`src/rtl/core/tfsc_pkg.sv`:
```
// Package for the target-follow speed controller: field widths, input codes,
// sequencer states and a shared helper function. No dependencies.
package tfsc_pkg;

	localparam int POS_W  = 20;
	localparam int HD_W   = 14;
	localparam int SPD_W  = 14;
	localparam int TIME_W = 32;
	localparam int DIST_W = 16;
	localparam int GAIN_W = 13;
	localparam int MAXS_W = 13;
	localparam int TOUT_W = 5;
	localparam int CFG_IDX_W  = 2;
	localparam int CFG_DATA_W = 16;

	localparam int WINDOW_LEN_DEF = 10;

	// shared arithmetic widths
	localparam int MUL_W  = 21;
	localparam int RAD_W  = 2 * MUL_W;
	localparam int ROOT_W = MUL_W;
	localparam int NUM_W  = 40;
	localparam int DEN_W  = 32;

	localparam logic [MUL_W-1:0] SCALE_US   = 21'd1000000;
	localparam logic [SPD_W-1:0] IDLE_SPEED = 14'd512;
	localparam logic [SPD_W-1:0] SPD_MAX    = 14'h1fff;
	localparam logic [SPD_W-1:0] SPD_MIN    = 14'h2000;

	// divide by five as a multiply by ceil(2^18 / 5), exact below 2^18
	localparam logic [MUL_W-1:0] RECIP_FIVE  = 21'd52429;
	localparam int               RECIP_SH    = 18;
	localparam int               FIVE_IN_W   = 17;
	localparam int               COMP_CLAMP  = 32767;
	localparam logic [MUL_W-1:0] FIVE_IN_MAX = 21'd131068;

	localparam logic [DIST_W-1:0] RST_SPACING_DIST = 16'd512;
	localparam logic [GAIN_W-1:0] RST_SPACING_GAIN = 13'd1024;
	localparam logic [MAXS_W-1:0] RST_MAX_SPEED    = 13'd1536;
	localparam logic [TOUT_W-1:0] RST_TIMEOUT      = 5'd8;

	typedef enum logic [2:0] {
		FN_SIGHTING = 3'd0,
		FN_TICK     = 3'd1,
		FN_POSE     = 3'd2,
		FN_ENABLE   = 3'd3,
		FN_DISABLE  = 3'd4
	} func_t;

	typedef enum logic [CFG_IDX_W-1:0] {
		CFG_SPACING_DIST = 2'd0,
		CFG_SPACING_GAIN = 2'd1,
		CFG_MAX_SPEED    = 2'd2,
		CFG_TIMEOUT      = 2'd3
	} cfg_idx_t;

	typedef enum logic [4:0] {
		ST_IDLE,
		ST_MUL_DX,
		ST_MUL_DY,
		ST_SQRT_REL,
		ST_MUL_PX,
		ST_MUL_PY,
		ST_SQRT_ORG,
		ST_MUL_SPD,
		ST_DIV_SPD,
		ST_WRITE,
		ST_SUM_RD,
		ST_SUM_ACC,
		ST_DIV_AVG,
		ST_DIV_FIVE_A,
		ST_MUL_COMP,
		ST_DIV_COMP,
		ST_DIV_FIVE_B,
		ST_FINISH
	} state_t;

	function automatic logic [MUL_W-1:0] abs21(input logic signed [MUL_W-1:0] v);
		abs21 = v[MUL_W-1] ? MUL_W'(-v) : MUL_W'(v);
	endfunction

endpackage

```
`src/rtl/core/tfsc_if.sv`:
```
// Channel interfaces for the target-follow speed controller: input items,
// result items and configuration writes. Depends on tfsc_pkg.
interface tfsc_item_if;
	logic                                valid;
	logic                                ready;
	logic [2:0]                          func;
	logic signed [tfsc_pkg::POS_W-1:0]   pos_x;
	logic signed [tfsc_pkg::POS_W-1:0]   pos_y;
	logic signed [tfsc_pkg::HD_W-1:0]    heading;
	logic signed [tfsc_pkg::SPD_W-1:0]   own_speed;
	logic [tfsc_pkg::TIME_W-1:0]         time_us;

	modport source (output valid, func, pos_x, pos_y, heading, own_speed, time_us,
		input ready);
	modport sink (input valid, func, pos_x, pos_y, heading, own_speed, time_us,
		output ready);
endinterface

interface tfsc_result_if;
	logic                                valid;
	logic                                ready;
	logic signed [tfsc_pkg::POS_W-1:0]   cmd_x;
	logic signed [tfsc_pkg::POS_W-1:0]   cmd_y;
	logic signed [tfsc_pkg::HD_W-1:0]    cmd_heading;
	logic signed [tfsc_pkg::SPD_W-1:0]   cmd_speed;

	modport source (output valid, cmd_x, cmd_y, cmd_heading, cmd_speed, input ready);
	modport sink (input valid, cmd_x, cmd_y, cmd_heading, cmd_speed, output ready);
endinterface

interface tfsc_cfg_if;
	logic                                valid;
	logic                                ready;
	logic [tfsc_pkg::CFG_IDX_W-1:0]      index;
	logic [tfsc_pkg::CFG_DATA_W-1:0]     data;

	modport source (output valid, index, data, input ready);
	modport sink (input valid, index, data, output ready);
endinterface

```
`src/rtl/core/tfsc_ram.sv`:
```
// Generic single-port-write, single-port-read RAM with registered read.
// Depends on nothing.
module tfsc_ram #(
	parameter int WIDTH = 14,
	parameter int DEPTH = 10,
	parameter int AW    = 4
) (
	input  logic             clk,
	input  logic             we,
	input  logic [AW-1:0]    waddr,
	input  logic [WIDTH-1:0] wdata,
	input  logic [AW-1:0]    raddr,
	output logic [WIDTH-1:0] rdata
);
	logic [WIDTH-1:0] mem_q [DEPTH];
	logic [WIDTH-1:0] rdata_q;

	always_ff @(posedge clk) begin
		if (we) begin
			mem_q[waddr] <= wdata;
		end
		rdata_q <= mem_q[raddr];
	end

	assign rdata = rdata_q;
endmodule

```
`src/rtl/core/tfsc_div.sv`:
```
// Restoring unsigned divider, one quotient bit per cycle.
// Depends on tfsc_pkg for the operand widths.
module tfsc_div (
	input  logic                       clk,
	input  logic                       arst_n,
	input  logic                       start,
	input  logic [tfsc_pkg::NUM_W-1:0] num,
	input  logic [tfsc_pkg::DEN_W-1:0] den,
	output logic                       done,
	output logic [tfsc_pkg::NUM_W-1:0] quo
);
	localparam int NW = tfsc_pkg::NUM_W;
	localparam int DW = tfsc_pkg::DEN_W;
	localparam int CW = $clog2(NW + 1);

	logic [DW:0]   rem_q;
	logic [NW-1:0] quo_q;
	logic [DW-1:0] den_q;
	logic [CW-1:0] cnt_q;
	logic          busy_q;
	logic          done_q;
	logic [DW:0]   shifted;
	logic          ge;

	assign shifted = {rem_q[DW-1:0], quo_q[NW-1]};
	assign ge      = shifted >= {1'b0, den_q};

	always_ff @(posedge clk or negedge arst_n) begin
		if (!arst_n) begin
			busy_q <= 1'b0;
			done_q <= 1'b0;
			cnt_q  <= '0;
			rem_q  <= '0;
			quo_q  <= '0;
			den_q  <= '0;
		end else begin
			done_q <= 1'b0;
			if (start) begin
				busy_q <= 1'b1;
				cnt_q  <= CW'(NW);
				rem_q  <= '0;
				quo_q  <= num;
				den_q  <= den;
			end else if (busy_q) begin
				rem_q <= ge ? (shifted - {1'b0, den_q}) : shifted;
				quo_q <= {quo_q[NW-2:0], ge};
				cnt_q <= cnt_q - CW'(1);
				if (cnt_q == CW'(1)) begin
					busy_q <= 1'b0;
					done_q <= 1'b1;
				end
			end
		end
	end

	assign done = done_q;
	assign quo  = quo_q;

	assert property (@(posedge clk) disable iff (!arst_n) done_q |-> !busy_q)
		else $error("divider done while still busy");
endmodule

```
`src/rtl/core/tfsc_sqrt.sv`:
```
// Digit-by-digit floor square root, one root bit per cycle.
// Depends on tfsc_pkg for the operand widths.
module tfsc_sqrt (
	input  logic                        clk,
	input  logic                        arst_n,
	input  logic                        start,
	input  logic [tfsc_pkg::RAD_W-1:0]  rad,
	output logic                        done,
	output logic [tfsc_pkg::ROOT_W-1:0] root
);
	localparam int RW = tfsc_pkg::RAD_W;
	localparam int OW = tfsc_pkg::ROOT_W;
	localparam int MW = OW + 3;
	localparam int CW = $clog2(OW + 1);

	logic [RW-1:0] rad_q;
	logic [MW-1:0] rem_q;
	logic [OW-1:0] root_q;
	logic [CW-1:0] cnt_q;
	logic          busy_q;
	logic          done_q;
	logic [MW-1:0] cur;
	logic [MW-1:0] trial;
	logic          ge;

	assign cur   = {rem_q[MW-3:0], rad_q[RW-1:RW-2]};
	assign trial = {1'b0, root_q, 2'b01};
	assign ge    = cur >= trial;

	always_ff @(posedge clk or negedge arst_n) begin
		if (!arst_n) begin
			busy_q <= 1'b0;
			done_q <= 1'b0;
			cnt_q  <= '0;
			rad_q  <= '0;
			rem_q  <= '0;
			root_q <= '0;
		end else begin
			done_q <= 1'b0;
			if (start) begin
				busy_q <= 1'b1;
				cnt_q  <= CW'(OW);
				rad_q  <= rad;
				rem_q  <= '0;
				root_q <= '0;
			end else if (busy_q) begin
				rad_q  <= {rad_q[RW-3:0], 2'b00};
				rem_q  <= ge ? (cur - trial) : cur;
				root_q <= {root_q[OW-2:0], ge};
				cnt_q  <= cnt_q - CW'(1);
				if (cnt_q == CW'(1)) begin
					busy_q <= 1'b0;
					done_q <= 1'b1;
				end
			end
		end
	end

	assign done = done_q;
	assign root = root_q;
endmodule

```
`src/rtl/core/target_follow_speed_controller.sv`:
```
// Target-follow speed controller top level; depends on tfsc_pkg, tfsc_if, tfsc_ram,
// tfsc_div and tfsc_sqrt.
// Tick, pose update, enable and disable: one beat a cycle while no result waits untaken;
// a tick result shows the cycle after acceptance and holds the input until taken.
// Sighting: input held through two roots, one to three divides and a read and an
// accumulate step per window entry. Reset initialises all state but the window RAM.
module target_follow_speed_controller #(
	parameter int WINDOW_LEN = tfsc_pkg::WINDOW_LEN_DEF
) (
	input  logic        clk,
	input  logic        arst_n,
	tfsc_item_if.sink   item,
	tfsc_result_if.source result,
	tfsc_cfg_if.sink    cfg
);
	localparam int AW = (WINDOW_LEN > 1) ? $clog2(WINDOW_LEN) : 1;
	localparam int FW = $clog2(WINDOW_LEN + 1);
	localparam int SW = tfsc_pkg::SPD_W + FW;
	localparam int PW = tfsc_pkg::POS_W;
	localparam int HW = tfsc_pkg::HD_W;
	localparam int VW = tfsc_pkg::SPD_W;
	localparam int MW = tfsc_pkg::MUL_W;
	localparam int NW = tfsc_pkg::NUM_W;
	localparam int DW = tfsc_pkg::DEN_W;
	localparam int CMW = NW + 2;

	tfsc_pkg::state_t state_q, state_d;

	// configuration
	logic [tfsc_pkg::DIST_W-1:0] spacing_dist_q;
	logic [tfsc_pkg::GAIN_W-1:0] spacing_gain_q;
	logic [tfsc_pkg::MAXS_W-1:0] max_speed_q;
	logic [tfsc_pkg::TOUT_W-1:0] timeout_cfg_q;

	// architectural state
	logic signed [PW-1:0] tpx_q, tpy_q, cur_px_q, cur_py_q;
	logic signed [HW-1:0] thd_q, cur_hd_q;
	logic signed [VW-1:0] cur_spd_q, command_spd_q;
	logic [tfsc_pkg::TIME_W-1:0] last_stamp_q;
	logic [PW-1:0]        last_origin_q;
	logic [FW-1:0]        fill_q;
	logic [AW-1:0]        slot_q;
	logic signed [5:0]    timeout_q;
	logic                 following_q, was_following_q;

	// sighting working registers
	logic [DW-1:0]        dt_q;
	logic [MW-1:0]        dxm_q, dym_q, pxm_q, pym_q, delm_q;
	logic                 del_neg_q, avg_neg_q, close_q;
	logic [MW-1:0]        rel_q;
	logic [2*MW-1:0]      acc_q;
	logic signed [VW-1:0] spd_q;
	logic signed [SW-1:0] sum_q;
	logic [FW-1:0]        idx_q;
	logic                 issued_q;

	// result register
	logic                 res_valid_q;
	logic signed [PW-1:0] res_x_q, res_y_q;
	logic signed [HW-1:0] res_hd_q;
	logic signed [VW-1:0] res_spd_q;

	// shared units
	logic            div_start, div_done, sq_start, sq_done;
	logic [NW-1:0]   div_num, div_quo;
	logic [DW-1:0]   div_den;
	logic [MW-1:0]   sq_root;
	logic [MW-1:0]   mul_a, mul_b;
	logic [2*MW-1:0] prod;
	logic            ram_we;
	logic [VW-1:0]   ram_rdata;

	logic                        item_acc;
	logic [tfsc_pkg::DIST_W-1:0] dist_eff;
	logic [MW-1:0]               rel_excess;
	logic [SW-1:0]               sum_abs;
	logic signed [MW-1:0]        dx, dy, delta;
	logic signed [5:0]           tick_dec;
	logic                        expired, fol_next;
	logic [MW-1:0]               five_in;
	logic [NW-1:0]               five_quo;
	logic signed [CMW-1:0]       cand;
	logic signed [VW-1:0]        cmd_capped;
	logic signed [VW-1:0]        spd_sat;

	assign item_acc   = item.valid && item.ready;
	assign item.ready = (state_q == tfsc_pkg::ST_IDLE) && (!res_valid_q || result.ready);
	assign cfg.ready  = 1'b1;

	assign dist_eff   = (spacing_dist_q == '0) ? tfsc_pkg::DIST_W'(1) : spacing_dist_q;
	assign rel_excess = rel_q - MW'(dist_eff);
	assign sum_abs    = sum_q[SW-1] ? SW'(-sum_q) : SW'(sum_q);
	assign dx = MW'(item.pos_x) - MW'(cur_px_q);
	assign dy = MW'(item.pos_y) - MW'(cur_py_q);
	assign delta = $signed({1'b0, sq_root[PW-1:0]}) - $signed({1'b0, last_origin_q});
	assign prod  = mul_a * mul_b;

	// four times the quotient; a larger compensation caps the command anyway
	assign five_in  = (div_quo > NW'(tfsc_pkg::COMP_CLAMP)) ? tfsc_pkg::FIVE_IN_MAX
		: MW'({div_quo[tfsc_pkg::FIVE_IN_W-3:0], 2'b00});
	assign five_quo = NW'(acc_q[tfsc_pkg::RECIP_SH +: tfsc_pkg::FIVE_IN_W]);

	assign tick_dec = timeout_q - 6'sd1;
	assign expired  = tick_dec[5];
	assign fol_next = following_q && !expired;

	always_comb begin
		if (del_neg_q) begin
			spd_sat = (div_quo > NW'(8192)) ? tfsc_pkg::SPD_MIN : VW'(-div_quo[VW-1:0]);
		end else begin
			spd_sat = (div_quo > NW'(8191)) ? tfsc_pkg::SPD_MAX : VW'(div_quo[VW-1:0]);
		end
	end

	always_comb begin
		if (close_q) begin
			cand = avg_neg_q ? -$signed({2'b00, five_quo}) : $signed({2'b00, five_quo});
		end else begin
			cand = CMW'(cur_spd_q) + $signed({2'b00, five_quo});
		end
		if (cand > $signed(CMW'(max_speed_q))) begin
			cmd_capped = VW'(max_speed_q);
		end else if (cand < -$signed(CMW'(8192))) begin
			cmd_capped = tfsc_pkg::SPD_MIN;
		end else begin
			cmd_capped = cand[VW-1:0];
		end
	end

	always_comb begin
		unique case (state_q)
			tfsc_pkg::ST_MUL_DX:   begin mul_a = dxm_q; mul_b = dxm_q; end
			tfsc_pkg::ST_MUL_DY:   begin mul_a = dym_q; mul_b = dym_q; end
			tfsc_pkg::ST_MUL_PX:   begin mul_a = pxm_q; mul_b = pxm_q; end
			tfsc_pkg::ST_MUL_PY:   begin mul_a = pym_q; mul_b = pym_q; end
			tfsc_pkg::ST_MUL_SPD:  begin mul_a = delm_q; mul_b = tfsc_pkg::SCALE_US; end
			tfsc_pkg::ST_MUL_COMP: begin mul_a = MW'(spacing_gain_q); mul_b = rel_excess; end
			tfsc_pkg::ST_DIV_FIVE_A, tfsc_pkg::ST_DIV_FIVE_B: begin
				mul_a = five_in;
				mul_b = tfsc_pkg::RECIP_FIVE;
			end
			default:               begin mul_a = '0; mul_b = '0; end
		endcase
	end

	always_ff @(posedge clk or negedge arst_n) begin
		if (!arst_n) begin
			state_q <= tfsc_pkg::ST_IDLE;
		end else begin
			state_q <= state_d;
		end
	end

	// sequencer: next state and unit launches
	always_comb begin
		state_d   = state_q;
		div_start = 1'b0;
		sq_start  = 1'b0;
		div_num   = '0;
		div_den   = '0;
		ram_we    = 1'b0;
		unique case (state_q)
			tfsc_pkg::ST_IDLE: begin
				if (item_acc && item.func == tfsc_pkg::FN_SIGHTING) begin
					state_d = tfsc_pkg::ST_MUL_DX;
				end
			end
			tfsc_pkg::ST_MUL_DX: state_d = tfsc_pkg::ST_MUL_DY;
			tfsc_pkg::ST_MUL_DY: state_d = tfsc_pkg::ST_SQRT_REL;
			tfsc_pkg::ST_SQRT_REL: begin
				sq_start = !issued_q;
				if (sq_done) state_d = tfsc_pkg::ST_MUL_PX;
			end
			tfsc_pkg::ST_MUL_PX: state_d = tfsc_pkg::ST_MUL_PY;
			tfsc_pkg::ST_MUL_PY: state_d = tfsc_pkg::ST_SQRT_ORG;
			tfsc_pkg::ST_SQRT_ORG: begin
				sq_start = !issued_q;
				if (sq_done) state_d = tfsc_pkg::ST_MUL_SPD;
			end
			tfsc_pkg::ST_MUL_SPD: begin
				state_d = (dt_q == '0) ? tfsc_pkg::ST_WRITE : tfsc_pkg::ST_DIV_SPD;
			end
			tfsc_pkg::ST_DIV_SPD: begin
				div_start = !issued_q;
				div_num   = acc_q[NW-1:0];
				div_den   = dt_q;
				if (div_done) state_d = tfsc_pkg::ST_WRITE;
			end
			tfsc_pkg::ST_WRITE: begin
				ram_we  = 1'b1;
				state_d = tfsc_pkg::ST_SUM_RD;
			end
			tfsc_pkg::ST_SUM_RD: state_d = tfsc_pkg::ST_SUM_ACC;
			tfsc_pkg::ST_SUM_ACC: begin
				state_d = (idx_q + FW'(1) == fill_q) ? tfsc_pkg::ST_DIV_AVG
					: tfsc_pkg::ST_SUM_RD;
			end
			tfsc_pkg::ST_DIV_AVG: begin
				div_start = !issued_q;
				div_num   = NW'(sum_abs);
				div_den   = DW'(fill_q);
				if (div_done) begin
					state_d = (rel_q < MW'(dist_eff)) ? tfsc_pkg::ST_DIV_FIVE_A
						: tfsc_pkg::ST_MUL_COMP;
				end
			end
			tfsc_pkg::ST_DIV_FIVE_A, tfsc_pkg::ST_DIV_FIVE_B: state_d = tfsc_pkg::ST_FINISH;
			tfsc_pkg::ST_MUL_COMP: state_d = tfsc_pkg::ST_DIV_COMP;
			tfsc_pkg::ST_DIV_COMP: begin
				div_start = !issued_q;
				div_num   = acc_q[NW-1:0];
				div_den   = DW'(dist_eff);
				if (div_done) state_d = tfsc_pkg::ST_DIV_FIVE_B;
			end
			tfsc_pkg::ST_FINISH: state_d = tfsc_pkg::ST_IDLE;
			default: state_d = tfsc_pkg::ST_IDLE;
		endcase
	end

	always_ff @(posedge clk or negedge arst_n) begin
		if (!arst_n) begin
			spacing_dist_q <= tfsc_pkg::RST_SPACING_DIST;
			spacing_gain_q <= tfsc_pkg::RST_SPACING_GAIN;
			max_speed_q    <= tfsc_pkg::RST_MAX_SPEED;
			timeout_cfg_q  <= tfsc_pkg::RST_TIMEOUT;
		end else if (cfg.valid && cfg.ready) begin
			unique case (cfg.index)
				tfsc_pkg::CFG_SPACING_DIST: spacing_dist_q <= cfg.data;
				tfsc_pkg::CFG_SPACING_GAIN: spacing_gain_q <= cfg.data[tfsc_pkg::GAIN_W-1:0];
				tfsc_pkg::CFG_MAX_SPEED:    max_speed_q    <= cfg.data[tfsc_pkg::MAXS_W-1:0];
				tfsc_pkg::CFG_TIMEOUT:      timeout_cfg_q  <= cfg.data[tfsc_pkg::TOUT_W-1:0];
				default: ;
			endcase
		end
	end

	always_ff @(posedge clk or negedge arst_n) begin
		if (!arst_n) begin
			tpx_q <= '0; tpy_q <= '0; thd_q <= '0;
			cur_px_q <= '0; cur_py_q <= '0; cur_hd_q <= '0; cur_spd_q <= '0;
			command_spd_q <= '0;
			last_stamp_q <= '0;
			last_origin_q <= '0;
			fill_q <= '0;
			slot_q <= '0;
			timeout_q <= -6'sd1;
			following_q <= 1'b0;
			was_following_q <= 1'b0;
			dt_q <= '0;
			dxm_q <= '0; dym_q <= '0; pxm_q <= '0; pym_q <= '0; delm_q <= '0;
			del_neg_q <= 1'b0; avg_neg_q <= 1'b0; close_q <= 1'b0;
			rel_q <= '0;
			acc_q <= '0;
			spd_q <= '0;
			sum_q <= '0;
			idx_q <= '0;
			issued_q <= 1'b0;
			res_valid_q <= 1'b0;
			res_x_q <= '0; res_y_q <= '0; res_hd_q <= '0; res_spd_q <= '0;
		end else begin
			if (div_start || sq_start) begin
				issued_q <= 1'b1;
			end else if (div_done || sq_done) begin
				issued_q <= 1'b0;
			end
			if (result.valid && result.ready) begin
				res_valid_q <= 1'b0;
			end

			unique case (state_q)
				tfsc_pkg::ST_IDLE: begin
					if (item_acc) begin
						unique case (item.func)
							tfsc_pkg::FN_SIGHTING: begin
								timeout_q    <= 6'(timeout_cfg_q);
								tpx_q        <= item.pos_x;
								tpy_q        <= item.pos_y;
								thd_q        <= item.heading;
								dt_q         <= item.time_us - last_stamp_q;
								last_stamp_q <= item.time_us;
								dxm_q        <= tfsc_pkg::abs21(dx);
								dym_q        <= tfsc_pkg::abs21(dy);
								pxm_q        <= tfsc_pkg::abs21(MW'(item.pos_x));
								pym_q        <= tfsc_pkg::abs21(MW'(item.pos_y));
							end
							tfsc_pkg::FN_TICK: begin
								timeout_q <= expired ? -6'sd1 : tick_dec;
								if (expired && following_q) begin
									command_spd_q <= '0;
								end
								following_q     <= fol_next;
								was_following_q <= fol_next;
								if (fol_next) begin
									res_x_q   <= tpx_q;
									res_y_q   <= tpy_q;
									res_hd_q  <= thd_q;
									res_spd_q <= command_spd_q;
									if (command_spd_q > 0) res_valid_q <= 1'b1;
								end else begin
									cur_spd_q <= '0;
									res_x_q   <= cur_px_q;
									res_y_q   <= cur_py_q;
									res_hd_q  <= cur_hd_q;
									res_spd_q <= tfsc_pkg::IDLE_SPEED;
									if (was_following_q) res_valid_q <= 1'b1;
								end
							end
							tfsc_pkg::FN_POSE: begin
								cur_px_q  <= item.pos_x;
								cur_py_q  <= item.pos_y;
								cur_hd_q  <= item.heading;
								cur_spd_q <= item.own_speed;
							end
							tfsc_pkg::FN_ENABLE:  following_q <= 1'b1;
							tfsc_pkg::FN_DISABLE: following_q <= 1'b0;
							default: ;
						endcase
					end
				end
				tfsc_pkg::ST_MUL_DX, tfsc_pkg::ST_MUL_PX,
				tfsc_pkg::ST_MUL_SPD, tfsc_pkg::ST_MUL_COMP,
				tfsc_pkg::ST_DIV_FIVE_A, tfsc_pkg::ST_DIV_FIVE_B: begin
					acc_q <= prod;
					if (state_q == tfsc_pkg::ST_MUL_SPD) spd_q <= '0;
				end
				tfsc_pkg::ST_MUL_DY, tfsc_pkg::ST_MUL_PY: acc_q <= acc_q + prod;
				tfsc_pkg::ST_SQRT_REL: begin
					if (sq_done) rel_q <= sq_root;
				end
				tfsc_pkg::ST_SQRT_ORG: begin
					if (sq_done) begin
						last_origin_q <= sq_root[PW-1:0];
						del_neg_q     <= delta[MW-1];
						delm_q        <= tfsc_pkg::abs21(delta);
					end
				end
				tfsc_pkg::ST_DIV_SPD: begin
					if (div_done) spd_q <= spd_sat;
				end
				tfsc_pkg::ST_WRITE: begin
					slot_q <= (slot_q == AW'(WINDOW_LEN - 1)) ? '0 : slot_q + AW'(1);
					if (fill_q != FW'(WINDOW_LEN)) fill_q <= fill_q + FW'(1);
					idx_q <= '0;
					sum_q <= '0;
				end
				tfsc_pkg::ST_SUM_ACC: begin
					sum_q <= sum_q + SW'($signed(ram_rdata));
					idx_q <= idx_q + FW'(1);
				end
				tfsc_pkg::ST_DIV_AVG: begin
					if (div_done) begin
						avg_neg_q <= sum_q[SW-1];
						close_q   <= rel_q < MW'(dist_eff);
					end
				end
				tfsc_pkg::ST_FINISH: command_spd_q <= cmd_capped;
				default: ;
			endcase
		end
	end

	tfsc_ram #(
		.WIDTH(VW),
		.DEPTH(WINDOW_LEN),
		.AW   (AW)
	) u_window (
		.clk  (clk),
		.we   (ram_we),
		.waddr(slot_q),
		.wdata(spd_q),
		.raddr(idx_q[AW-1:0]),
		.rdata(ram_rdata)
	);

	tfsc_div u_div (
		.clk   (clk),
		.arst_n(arst_n),
		.start (div_start),
		.num   (div_num),
		.den   (div_den),
		.done  (div_done),
		.quo   (div_quo)
	);

	tfsc_sqrt u_sqrt (
		.clk   (clk),
		.arst_n(arst_n),
		.start (sq_start),
		.rad   (acc_q),
		.done  (sq_done),
		.root  (sq_root)
	);

	assign result.valid       = res_valid_q;
	assign result.cmd_x       = res_x_q;
	assign result.cmd_y       = res_y_q;
	assign result.cmd_heading = res_hd_q;
	assign result.cmd_speed   = res_spd_q;

	assert property (@(posedge clk) disable iff (!arst_n)
		item.ready |-> state_q == tfsc_pkg::ST_IDLE)
		else $error("input ready outside idle");
	assert property (@(posedge clk) disable iff (!arst_n)
		fill_q <= FW'(WINDOW_LEN) && slot_q <= AW'(WINDOW_LEN - 1))
		else $error("window fill or slot out of range");
	assert property (@(posedge clk) disable iff (!arst_n)
		div_start |-> (state_q == tfsc_pkg::ST_DIV_SPD || state_q == tfsc_pkg::ST_DIV_AVG
			|| state_q == tfsc_pkg::ST_DIV_COMP))
		else $error("divider launched outside a divide step");
	assert property (@(posedge clk) disable iff (!arst_n)
		state_q == tfsc_pkg::ST_SUM_ACC |-> idx_q < fill_q)
		else $error("window sum past filled entries");
	assert property (@(posedge clk) disable iff (!arst_n)
		res_valid_q && !result.ready |=> $stable(res_spd_q))
		else $error("held result overwritten");
endmodule
```
`src/flat_wrapper.sv`:
```
// flat-port wrapper written by rule: the top's interface ports become plain ports
module target_follow_speed_controller_flat 
#(
	parameter int WINDOW_LEN = tfsc_pkg::WINDOW_LEN_DEF
)
  (clk, arst_n, item_valid, item_func, item_pos_x, item_pos_y, item_heading, item_own_speed, item_time_us, item_ready, result_valid, result_cmd_x, result_cmd_y, result_cmd_heading, result_cmd_speed, result_ready, cfg_valid, cfg_index, cfg_data, cfg_ready);
  tfsc_item_if item_i ();
  tfsc_result_if result_i ();
  tfsc_cfg_if cfg_i ();
  input  logic clk;
  input  logic arst_n;
  input wire logic [$bits(item_i.valid)-1:0] item_valid;
  input wire logic [$bits(item_i.func)-1:0] item_func;
  input wire logic [$bits(item_i.pos_x)-1:0] item_pos_x;
  input wire logic [$bits(item_i.pos_y)-1:0] item_pos_y;
  input wire logic [$bits(item_i.heading)-1:0] item_heading;
  input wire logic [$bits(item_i.own_speed)-1:0] item_own_speed;
  input wire logic [$bits(item_i.time_us)-1:0] item_time_us;
  output wire logic [$bits(item_i.ready)-1:0] item_ready;
  output wire logic [$bits(result_i.valid)-1:0] result_valid;
  output wire logic [$bits(result_i.cmd_x)-1:0] result_cmd_x;
  output wire logic [$bits(result_i.cmd_y)-1:0] result_cmd_y;
  output wire logic [$bits(result_i.cmd_heading)-1:0] result_cmd_heading;
  output wire logic [$bits(result_i.cmd_speed)-1:0] result_cmd_speed;
  input wire logic [$bits(result_i.ready)-1:0] result_ready;
  input wire logic [$bits(cfg_i.valid)-1:0] cfg_valid;
  input wire logic [$bits(cfg_i.index)-1:0] cfg_index;
  input wire logic [$bits(cfg_i.data)-1:0] cfg_data;
  output wire logic [$bits(cfg_i.ready)-1:0] cfg_ready;
  assign item_i.valid = item_valid;
  assign item_i.func = item_func;
  assign item_i.pos_x = item_pos_x;
  assign item_i.pos_y = item_pos_y;
  assign item_i.heading = item_heading;
  assign item_i.own_speed = item_own_speed;
  assign item_i.time_us = item_time_us;
  assign item_ready = item_i.ready;
  assign result_valid = result_i.valid;
  assign result_cmd_x = result_i.cmd_x;
  assign result_cmd_y = result_i.cmd_y;
  assign result_cmd_heading = result_i.cmd_heading;
  assign result_cmd_speed = result_i.cmd_speed;
  assign result_i.ready = result_ready;
  assign cfg_i.valid = cfg_valid;
  assign cfg_i.index = cfg_index;
  assign cfg_i.data = cfg_data;
  assign cfg_ready = cfg_i.ready;
  target_follow_speed_controller #(.WINDOW_LEN(WINDOW_LEN)) u_core (.clk(clk), .arst_n(arst_n), .item(item_i), .result(result_i), .cfg(cfg_i));
endmodule
```
`config.mk`:
```
export PLATFORM = sky130hd
export DESIGN_NAME = target_follow_speed_controller_flat
export DESIGN_NICKNAME = d
export VERILOG_FILES = /design/src/rtl/core/tfsc_pkg.sv /design/src/rtl/core/tfsc_if.sv /design/src/rtl/core/tfsc_ram.sv /design/src/rtl/core/tfsc_div.sv /design/src/rtl/core/tfsc_sqrt.sv /design/src/rtl/core/target_follow_speed_controller.sv /design/src/flat_wrapper.sv
export SDC_FILE = /design/constraint.sdc
export NUM_CORES = 2
export LEC_CHECK = 0
export BUFFER_PORTS_ARGS = -buffer_cell sky130_fd_sc_hd__buf_2
export CORE_UTILIZATION = 60
export CTS_CLUSTER_SIZE = 20
export DETAILED_ROUTE_END_ITERATION = 8
export GPL_TIMING_DRIVEN = 1
export PLACE_DENSITY_LB_ADDON = 0.08
export SETUP_SLACK_MARGIN = 0.05
export SLEW_MARGIN = 20
export SYNTH_ARGS = -nofsm -noshare
export SYNTH_HDL_FRONTEND = slang
export SYNTH_SLANG_ARGS = --single-unit
```
`constraint.sdc`:
```
create_clock -name clk -period 13.2 [get_ports clk]
set_clock_uncertainty 0.1 [all_clocks]
set_input_delay 1.98 -clock clk [delete_from_list [all_inputs] [get_ports clk]]
set_output_delay 1.98 -clock clk [all_outputs]
set_load 0.02 [all_outputs]
```
==> key figures <==
Power
  • Pleak: about 0.035 uW
  • VDD IR max: 0.000110 V
  • P per Cell Area: between 80 and 90 nW/um^2

Global route
  • Vias in the first global route: 53400
  • Initial antenna violation count: 30
  • GRT met3 Usage: 7.92%
  • Global-route usage over all layers: 36.4%
  • Grt met2 use: 57.1%
  • Pin count of the biggest net entering global routing: 216
  • First-pass GRT wire length: 315 mm
  • Most utilized layer in the global route result: met2
  • Grt ovf: 0
  • Met1 Usage GRT: about half

Yosys
  • Net Count, Synth: 8271
  • Post-synthesis sequential area ratio: 35.2%
  • Register bit count reported by yosys: 921
  • Synth Instances: between 7000 and 8000
  • Yosys cell types: 99
  • Mapped Area: just under 70000 sq um
  • Post-synth EDFFs: 140
  • Main synth FF type: dfrtp_1
  • Asr flop ratio synth: between 80% and 90%
  • Mean Syn Cell Area: about 9 sq um
  • Ys Warns: 0

STA
  • Final setup fails: 0
  • Least-Margin Pin Slew: 1.16 ns
  • Hold Violations, Final: 0
  • Setup ws final: 0.718 ns
  • Hold Slack: 0.372 ns
  • Setup_tns: 0 ns
  • Max Clk Rate: 0.0801 GHz
  • Tmin final: 12.48 ns
  • Period utilization: 94.6%
  • Fin. max-slew vios: 0
  • Max transition margin: between 20% and 30%
  • Unrepaired setup endpoints after global routing: no

Die
  • Core box area: approximately 110000 sq um
  • Row count: 122
  • Die height: 337 um
  • Die Width: 337 um
  • Initial core utilization: 60.6%
  • # IOs: between 150 and 200
  • Die area: between 100000 and 150000 sq um

Clock tree
  • Hold Buf Count CTS: 0
  • CTS Buffer Depth: 3
  • Post-CTS Setup Repair Bufs: 0
  • # clock sinks: 921
  • Post_cts resized: 0
  • CTS tree: done
  • Htree depth: 3
  • CTS clk-pin slew, worst paths: 0.06 ns
  • Clock latency on the worst-skew pair: 0.70 ns
  • TritonCTS buffer count: 100
  • Clock Tree Root: clkbuf_16

Critical path
  • Worst path slowest cell: a221oi_1
  • Flop-to-flop setup slack: 0.72 ns
  • R2r endpoint: u_core.acc_q[41]$_DFFE_PN0P_
  • Kind of critical path: flop to flop
  • Slowest stage delay, CP: approximately 0.77 ns
  • R2R depth: 43
  • CP arrival: 12.97 ns
  • Worst r2r src: u_core.state_q[1]$_DFFE_PN0P_
  • CP required: 13.69 ns
  • Startpoint types: flop
  • Most frequent CP cell: fa_1
  • CP endpoint kind: flop
  • CP Max Fanout: 21

Route
  • DR iter-0 viols: 4155
  • Drt drc: 0
  • Routed Antenna Nets: 0
  • Routed vias/inst: 6.04
  • Iteration count of the initial detailed-routing pass: 5
  • Final WL: 206 mm
  • Vias: 54500
  • Avg WL per Cell: 22.8 um

Min path
  • Worst min path class: flop to flop
  • Hold_sp: u_core.thd_q[7]$_DFFE_PN0P_
  • Hold path depth: 2
  • WHS Endpoint: u_core.thd_q[7]$_DFFE_PN0P_

Placed design
  • GPL Wtd Cong: 1.05
  • Buffers on Ports: just under 200
  • Dpl ws: 0.433 ns
  • HPWL Detailed: 157 mm

Run
  • Max-cap violations: 0

Cells and area
  • Final #Nets: 8360
  • Layout area overhead: 9.40%
  • Share of cells above drive strength 1: 9.22%
  • FILL cells: roughly 9100

Run status
  • Status: complete, no violations
==> area by class of cell <==
type,count,area (sq um),share of cell area (%)
clock inverters,31,509,0.692
well taps,1488,1860,2.53
repair buffers,335,2070,2.81
multi-input cells,5397,39900,54.1
diodes,7,17.5,0.0238
flip-flops and latches,921,23700,32.2
inverters,690,2590,3.52
clock buffers,154,3020,4.10
==> where the power goes <==
| group | switching (uW) | internal, uW | total (uW) | leakage (uW) |
|---|---|---|---|---|
| clock | 1210 | 1790 | 3000 | 0.00173 |
| sequential | 46.2 | 2920 | 2970 | 0.0110 |
| combinational | 255 | 141 | 397 | 0.0225 |
| total | 1510 | 4860 | 6370 | 0.0353 |
==> metal layers <==
layer,vias to the layer above,routed length [um]
li1,25400,-
met1,26700,86700
met2,1925,93300
met3,437,16000
met4,34,9600
met5,-,216
==> through the flow <==
stage               instances  util (%)  area (sq um)  power [uW]
CTS                      9016      66.3         73500        6400
global placement         8831      63.1         70000        3410
floorplan                7356         -         67300        3230
detailed placement       8831      63.1         70000        3410
global route             9020      66.3         73600        6570
finish                   9023      66.3         73600        6370
==> placed cells by master, fill, tap and decap left out, drive strengths merged, types with 19 or more instances in the layout <==
cell type	n
o21ai	676
o21bai	32
nor2b	53
a221o	32
inv	692
mux2i	193
a22o	48
nor2	436
or3	42
xnor2	197
o21a	56
nor3	108
and2	49
a22oi	35
fa	367
clkbuf	154
a211oi	76
nand4	34
a31oi	77
dfrtp	756
a21o	108
nand2	1227
nand3	82
o211ai	23
mux2	54
a21oi	300
nor4	38
buf	335
or2	25
o31ai	44
a211o	19
edfxtp	140
and3	23
nand2b	51
o22ai	27
mux4	28
xor2	155
nor3b	19
ha	422
a221oi	43
==> worst max-delay path by stage <==
stage / from / end / slack [ns]
after global placement: u_core.spacing_dist_q[9]$_DFFE_PN1P_ / u_core.acc_q[41]$_DFFE_PN0P_ / 0.50
after detailed placement: u_core.state_q[4]$_DFFE_PN0P_ / u_core.acc_q[41]$_DFFE_PN0P_ / 0.43
final: u_core.state_q[1]$_DFFE_PN0P_ / u_core.acc_q[41]$_DFFE_PN0P_ / 0.72
after floorplan: u_core.spacing_dist_q[9]$_DFFE_PN1P_ / u_core.acc_q[41]$_DFFE_PN0P_ / 1.57
after global routing: u_core.spacing_dist_q[9]$_DFFE_PN1P_ / u_core.acc_q[41]$_DFFE_PN0P_ / 0.04
after CTS: u_core.state_q[4]$_DFFE_PN0P_ / u_core.acc_q[41]$_DFFE_PN0P_ / 0.38
==> registers in the layout, summed over array words and instances (netlist names), 22 cells and up <==
| name | count |
|---|---|
| u_core.u_div.den_q | 32 |
| u_core.acc_q | 42 |
| u_core.u_div.rem_q | 32 |
| u_core.u_window.mem_q | 140 |
| u_core.u_sqrt.rem_q | 22 |
| u_core.u_div.quo | 40 |
| u_core.last_stamp_q | 32 |
| u_core.u_sqrt.rad_q | 42 |
| u_core.dt_q | 32 |
==> cell usage after synthesis, types with 14 or more instances <==
| cell | n | area share, % |
|---|---|---|
| nand3_1 | 82 | 0.61 |
| a221o_1 | 32 | 0.48 |
| a211oi_1 | 76 | 0.85 |
| xor2_1 | 155 | 2.0 |
| dfxtp_1 | 14 | 0.42 |
| nor2_1 | 435 | 2.4 |
| o31ai_1 | 44 | 0.49 |
| nand2b_1 | 51 | 0.47 |
| o21ai_0 | 663 | 4.9 |
| mux2_2 | 54 | 0.90 |
| mux4_2 | 28 | 0.94 |
| inv_1 | 689 | 3.8 |
| or3_1 | 42 | 0.39 |
| nand2_1 | 1227 | 6.8 |
| nor3b_1 | 19 | 0.21 |
| dfrtp_1 | 756 | 28 |
| a22oi_1 | 35 | 0.39 |
| a221oi_1 | 42 | 0.55 |
| o211ai_1 | 23 | 0.26 |
| o22ai_1 | 27 | 0.25 |
| edfxtp_1 | 140 | 6.2 |
| nor3_1 | 108 | 0.80 |
| clkbuf_1 | 307 | 1.7 |
| o21a_1 | 56 | 0.62 |
| mux2i_1 | 193 | 2.9 |
| a21o_1 | 108 | 1.2 |
| and2_1 | 47 | 0.44 |
| a31oi_1 | 77 | 0.72 |
| or2_2 | 24 | 0.22 |
| nand4_1 | 34 | 0.32 |
| and3_1 | 22 | 0.20 |
| fa_1 | 367 | 11 |
| a22o_1 | 48 | 0.62 |
| nor2b_1 | 53 | 0.49 |
| nor4_1 | 38 | 0.35 |
| o21bai_1 | 32 | 0.36 |
| a21oi_1 | 300 | 2.2 |
| buf_1 | 23 | 0.13 |
| ha_1 | 422 | 7.8 |
| xnor2_1 | 197 | 2.6 |
| a211o_1 | 18 | 0.23 |
==> critical path: cells and delay by family (launching register included) <==
kind | cells | cell delay [ns]
buffers and inverters | 7 | 0.69
AOI/OAI and AO/OA | 15 | 4.15
and+or+nand+nor | 9 | 2.19
muxes | 1 | 0.09
xor gates and xnor gates | 2 | 0.27
adders and majority gates | 9 | 4.10
DFF | 1 | 0.72
==> kinds of logic (layout without fill, tap and decap cells) <==
kind of cell	count (synthesis)	after routing	synth area share, %
muxes	275	275	4.71
buffers and inverters	1038	1210	5.96
adders and majority gates	789	789	18.8
xor gates and xnor gates	352	352	4.58
other	1	8	0.00557
DFF	921	921	35.2
AOI/OAI and AO/OA	1738	1738	16.2
and+or+nand+nor	2242	2242	14.6
Power figures use the tool's default switching activity.
